==> src/rtl/keyword_number_lexer_top_assert.svh <==
// Assertion macros shared by the lexer RTL.
// Every user module has clk_i and rst_ni in scope.
`ifndef KEYWORD_NUMBER_LEXER_TOP_ASSERT_SVH
`define KEYWORD_NUMBER_LEXER_TOP_ASSERT_SVH
`ifndef SYNTH
`define KNL_ASSERT(lbl, prop) \
  lbl: assert property (@(posedge clk_i) disable iff (!rst_ni) (prop)) \
    else $error("%m: assertion failed");
`define KNL_ASSERT_NEXT(lbl, ante, cons) \
  lbl: assert property (@(posedge clk_i) disable iff (!rst_ni) (ante) |=> (cons)) \
    else $error("%m: assertion failed");
`else
`define KNL_ASSERT(lbl, prop)
`define KNL_ASSERT_NEXT(lbl, ante, cons)
`endif
`endif

==> src/rtl/knl_pkg.sv <==
`default_nettype none

package knl_pkg;

  localparam int MaxTokenLength = 255;
  localparam int CntW           = $clog2(MaxTokenLength + 1);
  localparam int BufBytes       = 6;
  localparam int BufW           = 8 * BufBytes;
  localparam int LenSat         = 255;
  localparam int NumTypes       = 5;
  localparam int QDepth         = 4;
  localparam int QAw            = $clog2(QDepth);
  localparam int QCw            = $clog2(QDepth + 1);

  typedef enum logic [2:0] {
    MODE_IDLE   = 3'b001,
    MODE_IDENT  = 3'b010,
    MODE_NUMBER = 3'b100
  } mode_e;

  typedef enum logic [2:0] {
    TK_IDENT   = 3'd0,
    TK_FUNC    = 3'd1,
    TK_TYPE    = 3'd2,
    TK_INT     = 3'd3,
    TK_FLOAT   = 3'd4,
    TK_PUNCT   = 3'd5,
    TK_NUM_ERR = 3'd6
  } token_kind_e;

  // keywords, first byte in the low lane, zero padded
  localparam logic [BufW-1:0] KwFunc = 48'h0000_636E_7566;
  localparam logic [BufW-1:0] TypeWord [NumTypes] = '{
    48'h0000_0074_6E69,  // int
    48'h0074_616F_6C66,  // float
    48'h0000_6C6F_6F62,  // bool
    48'h0000_7261_6863,  // char
    48'h676E_6972_7473   // string
  };
  localparam int TypeLen [NumTypes] = '{3, 5, 4, 4, 6};

  typedef struct packed {
    token_kind_e kind;
    logic [2:0]  type_code;
    logic [7:0]  punct;
    logic [7:0]  length;
    logic        is_last;
  } res_t;

  typedef struct packed {
    logic [1:0] n;
    res_t       r0;
    res_t       r1;
  } push_t;

  function automatic logic [7:0] sat_len(logic [CntW-1:0] n);
    logic [7:0] r;
    if (n > CntW'(LenSat)) begin
      r = 8'(LenSat);
    end else begin
      r = 8'(n);
    end
    return r;
  endfunction

  function automatic res_t flush_res(mode_e m, logic [BufW-1:0] b, logic [CntW-1:0] n,
                                     logic dot, logic err);
    res_t r;
    logic found;
    r = '0;
    found = 1'b0;
    r.length = sat_len(n);
    case (m)
      MODE_IDENT: begin
        if (n == CntW'(4) && b == KwFunc) begin
          r.kind = TK_FUNC;
        end else begin
          for (int t = 0; t < NumTypes; t++) begin
            if (!found && n == CntW'(TypeLen[t]) && b == TypeWord[t]) begin
              found       = 1'b1;
              r.kind      = TK_TYPE;
              r.type_code = 3'(t);
            end
          end
          if (!found) begin
            r.kind = TK_IDENT;
          end
        end
      end
      MODE_NUMBER: begin
        if (err) begin
          r.kind = TK_NUM_ERR;
        end else if (dot) begin
          r.kind = TK_FLOAT;
        end else begin
          r.kind = TK_INT;
        end
      end
      default: r.kind = TK_IDENT;
    endcase
    return r;
  endfunction

endpackage

`default_nettype wire

==> src/rtl/knl_if.sv <==
`default_nettype none

interface knl_chr_if;
  logic       valid;
  logic       ready;
  logic [7:0] char_code;
  logic       final_char;

  modport source (output valid, char_code, final_char, input ready);
  modport sink   (input valid, char_code, final_char, output ready);
endinterface

interface knl_tok_if;
  logic       valid;
  logic       ready;
  logic [2:0] token_kind;
  logic [2:0] type_code;
  logic [7:0] punct_char;
  logic [7:0] token_length;
  logic       is_last;

  modport source (output valid, token_kind, type_code, punct_char, token_length, is_last,
                  input ready);
  modport sink   (input valid, token_kind, type_code, punct_char, token_length, is_last,
                  output ready);
endinterface

`default_nettype wire

==> src/rtl/knl_core.sv <==
`default_nettype none
`include "keyword_number_lexer_top_assert.svh"

module knl_core
  import knl_pkg::*;
(
  input  wire logic       clk_i,
  input  wire logic       rst_ni,
  input  wire logic       accept_i,
  input  wire logic [7:0] char_code_i,
  input  wire logic       final_char_i,
  output push_t           push_o
);

  mode_e             mode_q, mode_d;
  logic [BufW-1:0]   buf_q, buf_d;
  logic [CntW-1:0]   cnt_q, cnt_d;
  logic              dot_q, dot_d;
  logic              err_q, err_d;

  mode_e             m1;
  logic [BufW-1:0]   b1;
  logic [CntW-1:0]   c1;
  logic              d1, e1;
  logic              is_sp, is_lt, is_dg, is_dt;
  logic              cont, term, punct, flush_b;
  res_t              res_a, res_p, res_b;
  push_t             push;

  always_comb begin
    is_sp = (char_code_i == 8'd32) || (char_code_i >= 8'd9 && char_code_i <= 8'd13);
    is_lt = (char_code_i >= 8'd65 && char_code_i <= 8'd90) ||
            (char_code_i >= 8'd97 && char_code_i <= 8'd122);
    is_dg = (char_code_i >= 8'd48 && char_code_i <= 8'd57);
    is_dt = (char_code_i == 8'd46);

    case (mode_q)
      MODE_IDENT: begin
        cont = is_lt | is_dg | is_dt;
        term = !cont;
      end
      MODE_NUMBER: begin
        cont = is_dg | is_dt;
        term = !cont;
      end
      default: begin
        cont = 1'b0;
        term = 1'b0;
      end
    endcase

    res_a = flush_res(mode_q, buf_q, cnt_q, dot_q, err_q);

    m1 = mode_q;
    b1 = buf_q;
    c1 = cnt_q;
    d1 = dot_q;
    e1 = err_q;
    if (cont) begin
      for (int i = 0; i < BufBytes; i++) begin
        if (cnt_q == CntW'(i)) begin
          b1[8*i +: 8] = char_code_i;
        end
      end
      if (cnt_q < CntW'(MaxTokenLength)) begin
        c1 = cnt_q + CntW'(1);
      end
      if (mode_q == MODE_NUMBER && is_dt) begin
        e1 = err_q | dot_q;
        d1 = 1'b1;
      end
    end else if (is_lt || is_dg) begin
      m1 = is_lt ? MODE_IDENT : MODE_NUMBER;
      b1 = BufW'(char_code_i);
      c1 = CntW'(1);
      d1 = 1'b0;
      e1 = 1'b0;
    end else begin
      m1 = MODE_IDLE;
      b1 = '0;
      c1 = '0;
      d1 = 1'b0;
      e1 = 1'b0;
    end

    punct = !cont && !is_sp && !is_lt && !is_dg;
    res_p = '0;
    res_p.kind   = TK_PUNCT;
    res_p.punct  = char_code_i;
    res_p.length = 8'd1;

    flush_b = final_char_i && (m1 == MODE_IDENT || m1 == MODE_NUMBER);
    res_b   = flush_res(m1, b1, c1, d1, e1);

    push = '0;
    if (term) begin
      push.r0 = res_a;
      push.r1 = punct ? res_p : res_b;
      push.n  = (punct || flush_b) ? 2'd2 : 2'd1;
      if (final_char_i) begin
        if (punct || flush_b) begin
          push.r1.is_last = 1'b1;
        end else begin
          push.r0.is_last = 1'b1;
        end
      end
    end else if (punct || flush_b) begin
      push.r0         = punct ? res_p : res_b;
      push.r0.is_last = final_char_i;
      push.n          = 2'd1;
    end
    if (!accept_i) begin
      push.n = 2'd0;
    end

    mode_d = mode_q;
    buf_d  = buf_q;
    cnt_d  = cnt_q;
    dot_d  = dot_q;
    err_d  = err_q;
    if (accept_i) begin
      if (final_char_i) begin
        mode_d = MODE_IDLE;
        buf_d  = '0;
        cnt_d  = '0;
        dot_d  = 1'b0;
        err_d  = 1'b0;
      end else begin
        mode_d = m1;
        buf_d  = b1;
        cnt_d  = c1;
        dot_d  = d1;
        err_d  = e1;
      end
    end
  end

  assign push_o = push;

  always_ff @(posedge clk_i or negedge rst_ni) begin
    if (!rst_ni) begin
      mode_q <= MODE_IDLE;
      buf_q  <= '0;
      cnt_q  <= '0;
      dot_q  <= 1'b0;
      err_q  <= 1'b0;
    end else begin
      mode_q <= mode_d;
      buf_q  <= buf_d;
      cnt_q  <= cnt_d;
      dot_q  <= dot_d;
      err_q  <= err_d;
    end
  end

  `KNL_ASSERT(a_two_starts_with_flush,
    push_o.n != 2'd3 && (push_o.n != 2'd2 || push_o.r0.kind != TK_PUNCT))
  `KNL_ASSERT_NEXT(a_final_clears, accept_i && final_char_i,
    mode_q == MODE_IDLE && cnt_q == '0 && buf_q == '0)
  `KNL_ASSERT(a_idle_empty, mode_q != MODE_IDLE || (cnt_q == '0 && !dot_q && !err_q))

endmodule

`default_nettype wire

==> src/rtl/knl_outq.sv <==
`default_nettype none
`include "keyword_number_lexer_top_assert.svh"

module knl_outq
  import knl_pkg::*;
(
  input  wire logic  clk_i,
  input  wire logic  rst_ni,
  input  wire push_t push_i,
  output logic       room_o,
  knl_tok_if.source  tok_o
);

  res_t             ent_q [QDepth];
  logic [QAw-1:0]   wr_q, wr_d, rd_q, rd_d;
  logic [QCw-1:0]   cnt_q, cnt_d;
  logic             pop;
  res_t             head;

  assign head   = ent_q[rd_q];
  assign pop    = tok_o.valid && tok_o.ready;
  assign room_o = cnt_q <= QCw'(QDepth - 2);

  assign tok_o.valid        = cnt_q != '0;
  assign tok_o.token_kind   = head.kind;
  assign tok_o.type_code    = head.type_code;
  assign tok_o.punct_char   = head.punct;
  assign tok_o.token_length = head.length;
  assign tok_o.is_last      = head.is_last;

  always_comb begin
    wr_d  = wr_q + QAw'(push_i.n);
    rd_d  = rd_q + QAw'(pop);
    cnt_d = cnt_q + QCw'(push_i.n) - QCw'(pop);
  end

  always_ff @(posedge clk_i) begin
    if (push_i.n != 2'd0) begin
      ent_q[wr_q] <= push_i.r0;
    end
    if (push_i.n == 2'd2) begin
      ent_q[wr_q + QAw'(1)] <= push_i.r1;
    end
  end

  always_ff @(posedge clk_i or negedge rst_ni) begin
    if (!rst_ni) begin
      wr_q  <= '0;
      rd_q  <= '0;
      cnt_q <= '0;
    end else begin
      wr_q  <= wr_d;
      rd_q  <= rd_d;
      cnt_q <= cnt_d;
    end
  end

  `KNL_ASSERT(a_no_overfill, cnt_q <= QCw'(QDepth))
  `KNL_ASSERT(a_push_has_room, push_i.n == 2'd0 || cnt_q <= QCw'(QDepth - 2))
  `KNL_ASSERT_NEXT(a_count_tracks, $past(rst_ni) || 1'b1,
    !$past(rst_ni) || cnt_q == $past(cnt_q) + QCw'($past(push_i.n)) - QCw'($past(pop)))

endmodule

`default_nettype wire

==> src/rtl/keyword_number_lexer_top.sv <==
// Channel | Dir | Modport | Word
// chr_i   | in  | sink    | char_code[7:0], final_char
// tok_o   | out | source  | token_kind[2:0], type_code[2:0], punct_char[7:0],
//         |     |         | token_length[7:0], is_last
//
// One character per cycle is lexed in a single pass while chr_i.ready is high; its
// tokens (0 to 2) land in a 4-word output queue at the edge that takes the byte, and
// the first of them can show on tok_o in the cycle after. chr_i.ready is high while
// the queue holds at most two words, so input goes on through short tok_o stalls and
// stops once three or more words wait; throughput is one byte a cycle when each byte
// yields at most one token and tok_o is ready, else the one-word-per-cycle read bounds it.
// rst_ni (async, active low) clears the lexer state and empties the queue.
`default_nettype none

module keyword_number_lexer_top
  import knl_pkg::*;
(
  input  wire logic clk_i,
  input  wire logic rst_ni,
  knl_chr_if.sink   chr_i,
  knl_tok_if.source tok_o
);

  push_t push;
  logic  room;
  logic  accept;

  assign chr_i.ready = room;
  assign accept      = chr_i.valid && room;

  knl_core u_core (
    .clk_i        (clk_i),
    .rst_ni       (rst_ni),
    .accept_i     (accept),
    .char_code_i  (chr_i.char_code),
    .final_char_i (chr_i.final_char),
    .push_o       (push)
  );

  knl_outq u_outq (
    .clk_i  (clk_i),
    .rst_ni (rst_ni),
    .push_i (push),
    .room_o (room),
    .tok_o  (tok_o)
  );

endmodule

`default_nettype wire

==> src/flat_wrapper.sv <==
// flat-port wrapper written by rule: the top's interface ports become plain ports
module keyword_number_lexer_top_flat import knl_pkg::*;
  (clk_i, rst_ni, chr_i_valid, chr_i_char_code, chr_i_final_char, chr_i_ready, tok_o_valid, tok_o_token_kind, tok_o_type_code, tok_o_punct_char, tok_o_token_length, tok_o_is_last, tok_o_ready);
  knl_chr_if chr_i_i ();
  knl_tok_if tok_o_i ();
  input  wire logic clk_i;
  input  wire logic rst_ni;
  input wire logic [$bits(chr_i_i.valid)-1:0] chr_i_valid;
  input wire logic [$bits(chr_i_i.char_code)-1:0] chr_i_char_code;
  input wire logic [$bits(chr_i_i.final_char)-1:0] chr_i_final_char;
  output wire logic [$bits(chr_i_i.ready)-1:0] chr_i_ready;
  output wire logic [$bits(tok_o_i.valid)-1:0] tok_o_valid;
  output wire logic [$bits(tok_o_i.token_kind)-1:0] tok_o_token_kind;
  output wire logic [$bits(tok_o_i.type_code)-1:0] tok_o_type_code;
  output wire logic [$bits(tok_o_i.punct_char)-1:0] tok_o_punct_char;
  output wire logic [$bits(tok_o_i.token_length)-1:0] tok_o_token_length;
  output wire logic [$bits(tok_o_i.is_last)-1:0] tok_o_is_last;
  input wire logic [$bits(tok_o_i.ready)-1:0] tok_o_ready;
  assign chr_i_i.valid = chr_i_valid;
  assign chr_i_i.char_code = chr_i_char_code;
  assign chr_i_i.final_char = chr_i_final_char;
  assign chr_i_ready = chr_i_i.ready;
  assign tok_o_valid = tok_o_i.valid;
  assign tok_o_token_kind = tok_o_i.token_kind;
  assign tok_o_type_code = tok_o_i.type_code;
  assign tok_o_punct_char = tok_o_i.punct_char;
  assign tok_o_token_length = tok_o_i.token_length;
  assign tok_o_is_last = tok_o_i.is_last;
  assign tok_o_i.ready = tok_o_ready;
  keyword_number_lexer_top u_core (.clk_i(clk_i), .rst_ni(rst_ni), .chr_i(chr_i_i), .tok_o(tok_o_i));
endmodule
==> config.mk <==
export PLATFORM = sky130hd
export DESIGN_NAME = keyword_number_lexer_top_flat
export DESIGN_NICKNAME = d
export VERILOG_FILES = /design/src/rtl/knl_pkg.sv /design/src/rtl/knl_if.sv /design/src/rtl/knl_core.sv /design/src/rtl/knl_outq.sv /design/src/rtl/keyword_number_lexer_top.sv /design/src/flat_wrapper.sv
export VERILOG_INCLUDE_DIRS = /design/src /design/src/rtl
export SDC_FILE = /design/constraint.sdc
export NUM_CORES = 1
export LEC_CHECK = 0
export BUFFER_PORTS_ARGS = -buffer_cell sky130_fd_sc_hd__buf_2
export CORE_ASPECT_RATIO = 0.7
export CORE_MARGIN = 4
export CORE_UTILIZATION = 30
export DETAILED_ROUTE_END_ITERATION = 16
export GPL_TIMING_DRIVEN = 1
export SYNTH_ARGS = -nofsm -noshare
export SYNTH_HDL_FRONTEND = slang
export SYNTH_SLANG_ARGS = --single-unit
==> constraint.sdc <==
create_clock -name clk_i -period 3.8 [get_ports clk_i]
set_input_delay 0.57 -clock clk_i [delete_from_list [all_inputs] [get_ports clk_i]]
set_output_delay 0.57 -clock clk_i [all_outputs]
set_load 0.02 [all_outputs]
==> out/results.txt <==
outcome: completed
post-route ant nets: 0
met3 WL: 3410 um
chip width: 220 um
post-synthesis cell type count: 75
drt drc: 0
# IOs: 38
fin cells: 1537
register area: 4470 um^2
CTS H-tree depth: 4
Antenna diodes: 0
Via density: 5.61
die area: 34400 um^2
Final nets: 1128
Tot Pwr: 5960 uW
combinational power share: 34.2%
Starting DRT DRC Count: 919
post-synthesis sequential element count: 160
Worst-Skew Late Latency: 0.45 ns
Avg WL per Cell: 21.6 um
CP arrival: 3.93 ns
Setup crit start kind: register
RSZ-0062 raised after global routing: no
Placed Instance Area: 11100 um^2
Crit Path Class: register to register
cell internal pwr: 3820 uW
Chip Height: 156 um
clock root buffer: clkbuf_16
sequential fraction of the synthesis area: 47.4%
Fillers: 3162
Critical path buffers and inverters: 1
Slew Viols, Final: 0
global route overflow: 0
asr flop ratio synth: 42.5%
Pwr per Cell Area: 509 nW/um^2
placed insts: 1501
Cells after Synth: 962
layout cells sized above 1: 24.7%
dpl hpwl: 24900 um
met2 wire length: 13400 um
core box area: 31100 um^2
prevailing post-synth register cell: edfxtp_1
CTS tree: yes
Crit. path cell count: 10
# hold bufs at CTS: 0
max incr delay on CP: 0.55 ns
area grow syn2layout: 24.4%
fin area: 11700 um^2
hold_ws: 0.257 ns
initial antenna violation count: 0
part of the cycle the worst path needs: 95.4%
starting density of the core: 30.3%
LEAKAGE: 0.00456 uW
total track usage: 19.8%
largest net degree at the start of global routing: 69
Met1 Routed Length: 15900 um
total vias in the final route: 8630
Max Fanout on Critical Path: 8
clk sinks: 160
Max-Cap Viols: 0
number of global-route vias before repair: 8230
final core utilization: 37.7%
Slew headroom: 35.8%
post-synthesis net count: 986
Min-Delay Path Class: input pin to asynchronous set/reset pin
Max Used Layer: met4
Crit. End Element: register
WP data required: 4.11 ns
Final setup viols: 0
worst slew pin tran: 0.962 ns
port buffer count: 37
Hold Vio Cnt, Final: 0
f_max: 276 MHz
global-route wire length before repair: 51500 um
combined area of the multi-input logic cells: 4760 um^2
Site Rows: 54
routability cong.: 0.988
CTS Buf Count: 17
worst vdd ir: 0.696 mV
CP delay by family, top: simple AND/OR/NAND/NOR gates
crit-path cells: nor2b_1 > buf_4 > and3_1 > a31oi_1 > or4_4 > or4_1 > or4_1 > o32ai_2 > a32oi_2 > nor2_1
number of synthesized flops with an enable pin: 92
Crit path top cell by count: or4_1
Netlist Area Pre-Place: 9430 um^2
Layout Skew: 0.00900 ns
WL final: 33100 um
CTS max path bufs: 2
R2R depth: 10
clock share of power: 29.4%
Reg clk slew, reported paths: 0.07 ns
First-pass DRT Iterations: 8
synthesized area per cell: 9.80 um^2
Synth warnings: 0
crit path time final: 3.63 ns
CP max-delay cell: or4_4
Net Sw Frac: 36.0%
Psw: 2150 uW
share of power burned in registers: 36.4%
## what timing repair did
action                     in CTS  in global routing
pin swaps                       0                  3
gates cloned                    0                  0
buffers inserted                0                  4
gates resized for setup         2                 13
setup endpoints to repair       2                 14
## Yosys cell counts (7+ instances only)
cell	number	area share, %
nor3_1	27	1.4
nor2b_1	10	0.66
ha_1	10	1.3
a21oi_1	47	2.5
buf_2	7	0.37
o21ai_0	41	2.2
nor3b_1	8	0.64
clkbuf_1	41	1.6
and2_1	16	1.1
nor2_1	133	5.3
edfxtp_1	92	29
o211ai_1	12	0.96
o31ai_1	18	1.4
nand2b_1	8	0.53
o22ai_1	10	0.66
nand4_1	28	1.9
or4_1	9	0.72
mux2i_1	13	1.4
nand2_1	116	4.6
mux4_2	23	5.5
nor4_1	18	1.2
nand3_1	28	1.5
or3_1	7	0.46
xnor2_1	11	1.0
dfrtp_1	67	18
a32o_1	21	2.2
inv_1	20	0.80
and3_1	14	0.93
## power groups by stage
stage / Clock [uW] / Sequential [uW] / Combinational, uW
4_1_cts: 1780 / 2170 / 2050
5_1_grt: 1860 / 2190 / 2220
3_5_place_dp: 0 / 2210 / 2040
6_report: 1750 / 2170 / 2040
2_1_floorplan: 0 / 2160 / 1330
3_3_place_gp: 0 / 2200 / 2030
## area by class of cell
type,instances,share of cell area [%]
Timing Repair Buffer,179,11.2
Multi-Input combinational cell,725,40.5
Clock inverter,14,1.33
Sequential cell,160,38.1
Clock buffer,18,3.66
Tap cell,420,4.48
Inverter,21,0.672
## state kept, by name (all words and copies together) (netlist names)
name and cells:
u_core.u_core.err_q 1, u_core.u_outq.ent_q 92, u_core.u_outq.cnt_q 3, u_core.u_outq.rd_q 2
u_core.u_core.dot_q 1, u_core.u_outq.wr_q 2, u_core.u_core.cnt_q 8, u_core.u_core.mode_q 3
u_core.u_core.buf_q 48
## cell usage in the layout (no fill, tap or decap), drive strengths merged, types with 4 or more instances in the layout
cell / count
buf: 179
nor2: 134
nand2: 116
edfxtp: 92
dfrtp: 67
a21oi: 47
o21ai: 44
nand3: 29
nand4: 28
nor3: 28
inv: 25
mux4: 23
a32o: 21
nor4: 19
o31ai: 18
clkbuf: 18
and2: 16
and3: 14
mux2i: 13
o211ai: 12
xnor2: 11
o22ai: 11
nor2b: 10
or4: 10
ha: 10
nand2b: 8
nor3b: 8
or3: 7
mux2: 6
nand3b: 6
a2111oi: 6
or2: 5
a31oi: 5
nand4b: 5
clkinv: 5
xor2: 4
and3b: 4
o2111ai: 4
a32oi: 4
## logic make-up after synthesis
logic type | after synthesis | share of synthesized area, %
flops | 160 | 47.4
xor+xnor | 15 | 1.39
simple gates | 459 | 24.2
mux | 42 | 7.59
compound gates | 198 | 14.6
buf+inv | 77 | 3.32
fa+ha+maj | 11 | 1.54
## routing by layer
layer,global-route usage [%],vias to the layer above
li1,-,3923
met1,30.6,4220
met2,26.8,447
met3,5.78,40
met4,4.51,0
met5,0,-
## final timing paths
| check | start | end | slack [ns] |
|---|---|---|---|
| max | u_core.u_core.cnt_q[3] | u_core.u_outq.ent_q[3][17] | 0.17 |
| min | rst_ni | u_core.u_core.buf_q[31] | 0.26 |
| min in group clk_i | chr_i_char_code[2] | u_core.u_core.buf_q[42] | 0.48 |
| min reg2reg | u_core.u_core.buf_q[21] | u_core.u_core.buf_q[21] | 0.48 |
| max reg2reg | u_core.u_core.cnt_q[3] | u_core.u_outq.ent_q[3][17] | 0.17 |
| max in group asynchronous | rst_ni | u_core.u_core.cnt_q[0] | 2.82 |
## metrics by stage
stage          TNS (ns)  setup WS (ns)
2_1_floorplan         0         0.0337
3_3_place_gp     -0.465         -0.109
3_5_place_dp      -1.00         -0.131
4_1_cts               0         0.0363
5_1_grt               0        0.00789
6_report              0          0.173
Power figures use the tool's default switching activity.
